$ cat config.mk
export PLATFORM = sky130hd
export DESIGN_NAME = gbsp_ctrl
export DESIGN_NICKNAME = d
export VERILOG_FILES = /design/src/design/gbsp_pkg.sv /design/src/design/gbsp_ctrl.sv
export SDC_FILE = /design/constraint.sdc
export NUM_CORES = 1
export LEC_CHECK = 0
export BUFFER_PORTS_ARGS = -buffer_cell sky130_fd_sc_hd__buf_2
export CORE_AREA = 2 2 39 41
export DETAILED_ROUTE_END_ITERATION = 8
export DIE_AREA = 0 0 41 43
export PLACE_DENSITY_LB_ADDON = 0.25
export SYNTH_ARGS = -nofsm -noshare
export SYNTH_HDL_FRONTEND = slang
export SYNTH_SLANG_ARGS = --single-unit
$ cat constraint.sdc
create_clock -name clk -period 2.65 [get_ports clk]
set_clock_uncertainty 0.2 [all_clocks]
set_input_delay 0.795 -clock clk [delete_from_list [all_inputs] [get_ports clk]]
set_output_delay 0.795 -clock clk [all_outputs]
set_load 0.03 [all_outputs]
$ cat src/design/gbsp_pkg.sv
// Shared types and constants of the grid breadth-first shortest path block.
`timescale 1ns / 1ps

package gbsp_pkg;

	// Fixed field widths of the interface
	localparam int CFG_W   = 6;
	localparam int COORD_W = 5;
	localparam int DIST_W  = 10;
	// Width used for the side, bound and target comparisons
	localparam int CMP_W   = 7;

	localparam logic [CFG_W-1:0]  GRID_SIDE_RESET = 6'd32;
	localparam logic [DIST_W-1:0] DIST_MAX        = 10'd1023;

	// Request codes
	localparam logic REQ_WRITE = 1'b0;
	localparam logic REQ_QUERY = 1'b1;

	// Neighbour visiting order
	typedef enum logic [1:0] {
		DIR_UP    = 2'd0,
		DIR_LEFT  = 2'd1,
		DIR_RIGHT = 2'd2,
		DIR_DOWN  = 2'd3
	} dir_t;

	// Result selection
	typedef enum logic [1:0] {
		RES_SAME  = 2'd0,
		RES_NONE  = 2'd1,
		RES_FOUND = 2'd2
	} res_sel_t;

	typedef enum logic [3:0] {
		ST_IDLE,
		ST_CHECK,
		ST_CLEAR,
		ST_SEED,
		ST_POP,
		ST_LOAD,
		ST_NB,
		ST_CHK,
		ST_FINISH
	} ctrl_state_t;

	// Commands from controller to datapath
	typedef struct packed {
		logic     ld_query;
		logic     wall_wr;
		logic     check;
		logic     clr_step;
		logic     seed;
		logic     pop;
		logic     load;
		logic     nb_step;
		logic     rd_nb;
		logic     visit;
		logic     enq;
		logic     res_set;
		res_sel_t res_sel;
		logic     out_load;
	} dp_cmd_t;

	// Status from datapath to controller
	typedef struct packed {
		logic same;
		logic oob;
		logic clr_last;
		logic q_empty;
		logic nb_ok;
		logic k_last;
		logic cand;
		logic hit;
	} dp_status_t;

endpackage

$ cat src/design/gbsp_ctrl.sv
// Controller: sequences map writes, the clearing pass and the search.
`timescale 1ns / 1ps

module gbsp_ctrl import gbsp_pkg::*; (
	input  logic       clk,
	input  logic       arst_n,
	input  logic       in_valid,
	output logic       in_stall,
	input  logic       req_type,
	output logic       out_valid,
	input  logic       out_stall,
	input  dp_status_t status,
	output dp_cmd_t    cmd
);

	ctrl_state_t state_q, state_d;
	logic        out_valid_q;
	logic        out_free;

	assign out_free = !out_valid_q || !out_stall;

	// Next state
	always_comb begin
		state_d = state_q;
		case (state_q)
			ST_IDLE: begin
				if (in_valid && req_type == REQ_QUERY) begin
					state_d = ST_CHECK;
				end
			end
			ST_CHECK: begin
				if (status.same || status.oob) begin
					state_d = ST_FINISH;
				end else begin
					state_d = ST_CLEAR;
				end
			end
			ST_CLEAR: begin
				if (status.clr_last) begin
					state_d = ST_SEED;
				end
			end
			ST_SEED: begin
				state_d = ST_POP;
			end
			ST_POP: begin
				if (status.q_empty) begin
					state_d = ST_FINISH;
				end else begin
					state_d = ST_LOAD;
				end
			end
			ST_LOAD: begin
				state_d = ST_NB;
			end
			ST_NB: begin
				if (status.nb_ok) begin
					state_d = ST_CHK;
				end else if (status.k_last) begin
					state_d = ST_POP;
				end
			end
			ST_CHK: begin
				if (status.cand && status.hit) begin
					state_d = ST_FINISH;
				end else if (status.k_last) begin
					state_d = ST_POP;
				end else begin
					state_d = ST_NB;
				end
			end
			ST_FINISH: begin
				if (out_free) begin
					state_d = ST_IDLE;
				end
			end
			default: begin
				state_d = ST_IDLE;
			end
		endcase
	end

	// Commands
	always_comb begin
		cmd      = '0;
		in_stall = 1'b1;
		case (state_q)
			ST_IDLE: begin
				in_stall     = 1'b0;
				cmd.ld_query = in_valid && (req_type == REQ_QUERY);
				cmd.wall_wr  = in_valid && (req_type == REQ_WRITE);
			end
			ST_CHECK: begin
				cmd.check   = 1'b1;
				cmd.res_set = status.same || status.oob;
				cmd.res_sel = status.same ? RES_SAME : RES_NONE;
			end
			ST_CLEAR: begin
				cmd.clr_step = 1'b1;
			end
			ST_SEED: begin
				cmd.seed = 1'b1;
			end
			ST_POP: begin
				cmd.pop     = !status.q_empty;
				cmd.res_set = status.q_empty;
				cmd.res_sel = RES_NONE;
			end
			ST_LOAD: begin
				cmd.load = 1'b1;
			end
			ST_NB: begin
				cmd.rd_nb   = status.nb_ok;
				cmd.nb_step = !status.nb_ok && !status.k_last;
			end
			ST_CHK: begin
				cmd.visit   = status.cand;
				cmd.res_set = status.cand && status.hit;
				cmd.res_sel = RES_FOUND;
				cmd.enq     = status.cand && !status.hit;
				cmd.nb_step = !(status.cand && status.hit) && !status.k_last;
			end
			ST_FINISH: begin
				cmd.out_load = out_free;
			end
			default: begin
				in_stall = 1'b1;
			end
		endcase
	end

	// State and output valid
	always_ff @(posedge clk or negedge arst_n) begin
		if (!arst_n) begin
			state_q     <= ST_IDLE;
			out_valid_q <= 1'b0;
		end else begin
			state_q <= state_d;
			if (cmd.out_load) begin
				out_valid_q <= 1'b1;
			end else if (!out_stall) begin
				out_valid_q <= 1'b0;
			end
		end
	end

	assign out_valid = out_valid_q;

endmodule

Yosys cells after proc, flatten, opt, wreduce, memory -nomap -nowiden:

Index checks and enable logic that the tools add are counted.

* bits in latches: 0
* word-level logic and storage cells: 58
* output and inout port bits: 17
* bits in writable memories: 0
* flip-flop bits (word level): 5
* memories kept: 0
* bits in read-only memories: 0
* input port bits: 13

* equality and inequality tests: 13
* reduce and logical (&&, ||, !) cells: 17
* shift operators: 0
* order comparisons: 0
* $mul: 0
* bitwise operators: 1
* mux-type cells: 25
* divide/modulo/power cells: 0
* add/sub/neg operators: 0

Operators by type and width (count)
* one-hot mux 4 bit (9 select lines): 1
* 2-to-1 mux 4 bit: 8
* == test 4 x 3 -> 1 bit (second input constant): 4
* 2-to-1 mux 1 bit: 11
* one-hot mux 3 bit (3 select lines): 1
* == test 4 x 2 -> 1 bit (second input constant): 2
* logical NOT 1 bit: 7
* logical AND 1 bit: 6
* 2-to-1 mux 2 bit: 3
* inequality test 2 bit (second input constant): 3
* == test 4 x 1 -> 1 bit (second input constant): 1
* == test 4 bit (second input constant): 1
* logical NOT 4 bit: 1
* AND reduction 4 bit: 1
* inequality test 3 bit (second input constant): 1
* logical OR 1 bit: 2
* inequality test 2 x 1 -> 1 bit (second input constant): 1
* one-hot mux 1 bit (2 select lines): 1
* NOT 1 bit: 1

Logic depth before layout (Yosys ltp):

* depth after elaboration: 4
* depth in mapped cells: 4
* depth with buffers taken out: 3

Worst setup path before layout:

Ideal clock, no wire load.

* path type: input to output
* from: input port status[1] (netlist name)
* to: output port cmd[7] (netlist name)
* arrival: 1.855 ns
* required time: 1.655 ns
* buffers on the path: 0
* setup slack: -0.200 ns
* stages: 3
* cell sequence: nand3_1 o21ai_0 nor4_1

RTL lines
* start, declared: RTL line gbsp_ctrl.sv:12 `input dp_status_t status,`
* end, declared: RTL line gbsp_ctrl.sv:13 `output dp_cmd_t cmd`

==> results.toml <==
[power]
leakage_nw = 0.351
ir_worst_vdd_v = 0.000518
finalPower_w = 0.000699
powerDensity_nw_per_um2 = 1030

[cts]
path_clk_slew_ps = 50
postCtsSetupBuffers = 0
clk_latency_ps = 240
root_buffer = "clkbuf_4"
cts_tree = "yes"
clock_path_buffers = 2
cts_sinks = 5
htree_levels = 1
numCtsBuffers = 3

[detailed_routing]
drt_iter0_markers = 12
m1WireLength_um = 555
num_vias = 577
wl_met3_um = 119
dr.pass1.iters = 4
wire_per_inst_um = 12.6
route.detailed.drc = 0
top_layer = "met4"
avgViaCountPerCell = 5.34
final_antenna_net_count = 0
wl_met2_um = 673
drt_wl_total_um = 1360

[critical_path]
crit_family = "buffers and inverters"
worstSetupPathType = "in -> out"
cp.arrival_ps = 1570
path_max_fanout = 3
startpoint_type = "primary input"
worstPathCellList = "buf_2 -> and4_1 -> o21ai_1 -> nand2_1 -> buf_2"
critPathMostFrequentCell = "buf_2"
required_ps = 1660
crit_buf_inv = 2
crit_slowest_cell = "and4_1"
crit_path_max_incr_delay_ps = 210
critPathCaptureType = "output port"

[placement]
place.gp.congestion = 0.724
hpwlAfterDp_um = 1030
post-place-cells = 104
portBuffers = 29

[logic_synthesis]
ys.flop_type = "dfrtp_1"
synthTopCellsByArea = "dfrtp_1, nor3_1, nor4b_4, nor2_1, o21ai_0"
ys_async_sr_fraction_pct = 100
synthCells = 61
ys_types = 30
synth_top_area_share_pct = 26.2
syn_area_um2 = 478
synth_seq_cells = 5
yosys.area.top_type = "dfrtp_1"
yosysWarnings = 0
synth_nets = 74
postSynthAreaPerCell_um2 = 7.84
synth-seq-area-share_pct = 26.2
synth-edff-count = 0

[global_routing]
grt_pass1_wl_um = 2100
globalRoute.totalOverflow = 0
grt_use_total_pct = 17.3
first_global_vias = 508
antenna_found_initial = 0
grt_max_degree = 15

[sta]
fin_setup_tns_ps = 0
fin_crit_ps = 2560
rsz0062_at_grt = "false"
hold_viol = 0
worst_slew_pin_slew_ps = 304
relSlewSlack_pct = 79.5
fmax_mhz = 390
hold_ws_ps = 153
post-route-period-util_pct = 96.8
maxSlewViolCount = 0
setup_viol = 0

[flow_run]
drv_cap = 0

[die]
rows = 14
die_x_um = 41
die_h_um = 43
dieArea_um2 = 1760
initial_utilization_pct = 34.5
core_area_um2 = 1380
ios = 30

[layout]
diodes = 0
layout-drive-gt1-share_pct = 45.7
area_delta_synth_final_pct = 42.1
final_util_pct = 49.1
final_cells = 108
nNetsFinal = 106
num-fill-cells = 154

[run_status]
outcome = "finished clean"

[worst_hold_path]
min_path_type = "in -> async"
==> flip-flops by register name, summed over array words and instances (netlist names) <==
signal     count
out_valid      1
state_q        4
==> routing by layer <==
| layer | up-vias | track usage, % |
|---|---|---|
| met1 | 264 | 20.2 |
| met3 | 2 | 4.19 |
| met4 | 0 | 8.67 |
| met5 | - | 0 |
| met2 | 25 | 27.8 |
| li1 | 286 | - |
==> final timing paths <==
check,cells past startpoint,to,slack (ps),start
max,5,cmd[3],90,status[0]
min,1,out_valid,150,arst_n
max reg2reg,4,state_q[0],1110,state_q[2]
min reg2reg,2,out_valid,320,out_valid
max in group asynchronous,1,state_q[1],1950,arst_n
min in group clk,2,out_valid,320,out_valid
==> stage by stage <==
step / area, µm² / worst slack (ps)
after detailed placement: 651 / 74.9
after CTS: 677 / 17.1
after floorplan: 497 / 63.9
after global routing: 679 / 3.72
final: 679 / 85.1
after global placement: 651 / 60.6
==> cells by family after synthesis <==
kind of cell    count (synthesis)  synth area share, %
flops                           5                 26.2
compound gates                 15                 23.3
buf+inv                         8                 8.64
mux                             1                 2.09
simple gates                   32                 39.8
==> where the power goes <==
| part | switching [W] | leakage (nW) | total, W | internal (W) |
|---|---|---|---|---|
| Clock | 0.0000328 | 0.0150 | 0.0000898 | 0.0000570 |
| Sequential | 0.0000698 | 0.0639 | 0.000174 | 0.000105 |
| Combinational | 0.000269 | 0.273 | 0.000435 | 0.000166 |
| Total | 0.000372 | 0.351 | 0.000699 | 0.000327 |
==> layout make-up <==
class | instances | area [µm²] | area share (%)
clock buffers | 4 | 26.3 | 3.87
flip-flops and latches | 5 | 128 | 18.8
multi-input cells | 48 | 330 | 48.6
inverters | 4 | 15.0 | 2.21
repair buffers | 31 | 160 | 23.6
well taps | 16 | 20.0 | 2.95
==> synth_stat cells, drive strengths merged (2+ instances only) <==
master / count
nor4: 3
a21oi: 2
o21ai: 4
buf: 4
nand2b: 2
nor2: 6
nor2b: 2
dfrtp: 5
inv: 4
nor3: 5
nand3: 2
nand2: 5
==> placed cells by master (no fill, tap or decap), drive strengths merged, types with 3 or more instances in the layout <==
| cell | n |
|---|---|
| nor2 | 6 |
| nor3 | 5 |
| inv | 4 |
| buf | 31 |
| nand2 | 5 |
| clkbuf | 4 |
| nor4 | 3 |
| dfrtp | 5 |
| o21ai | 4 |
==> what timing repair did <==
item                       in CTS  in global routing
gates resized for setup         0                  3
hold buffers                    0                  0
setup endpoints to repair       0                  2
Note: power is estimated with default switching activity, not from simulation.
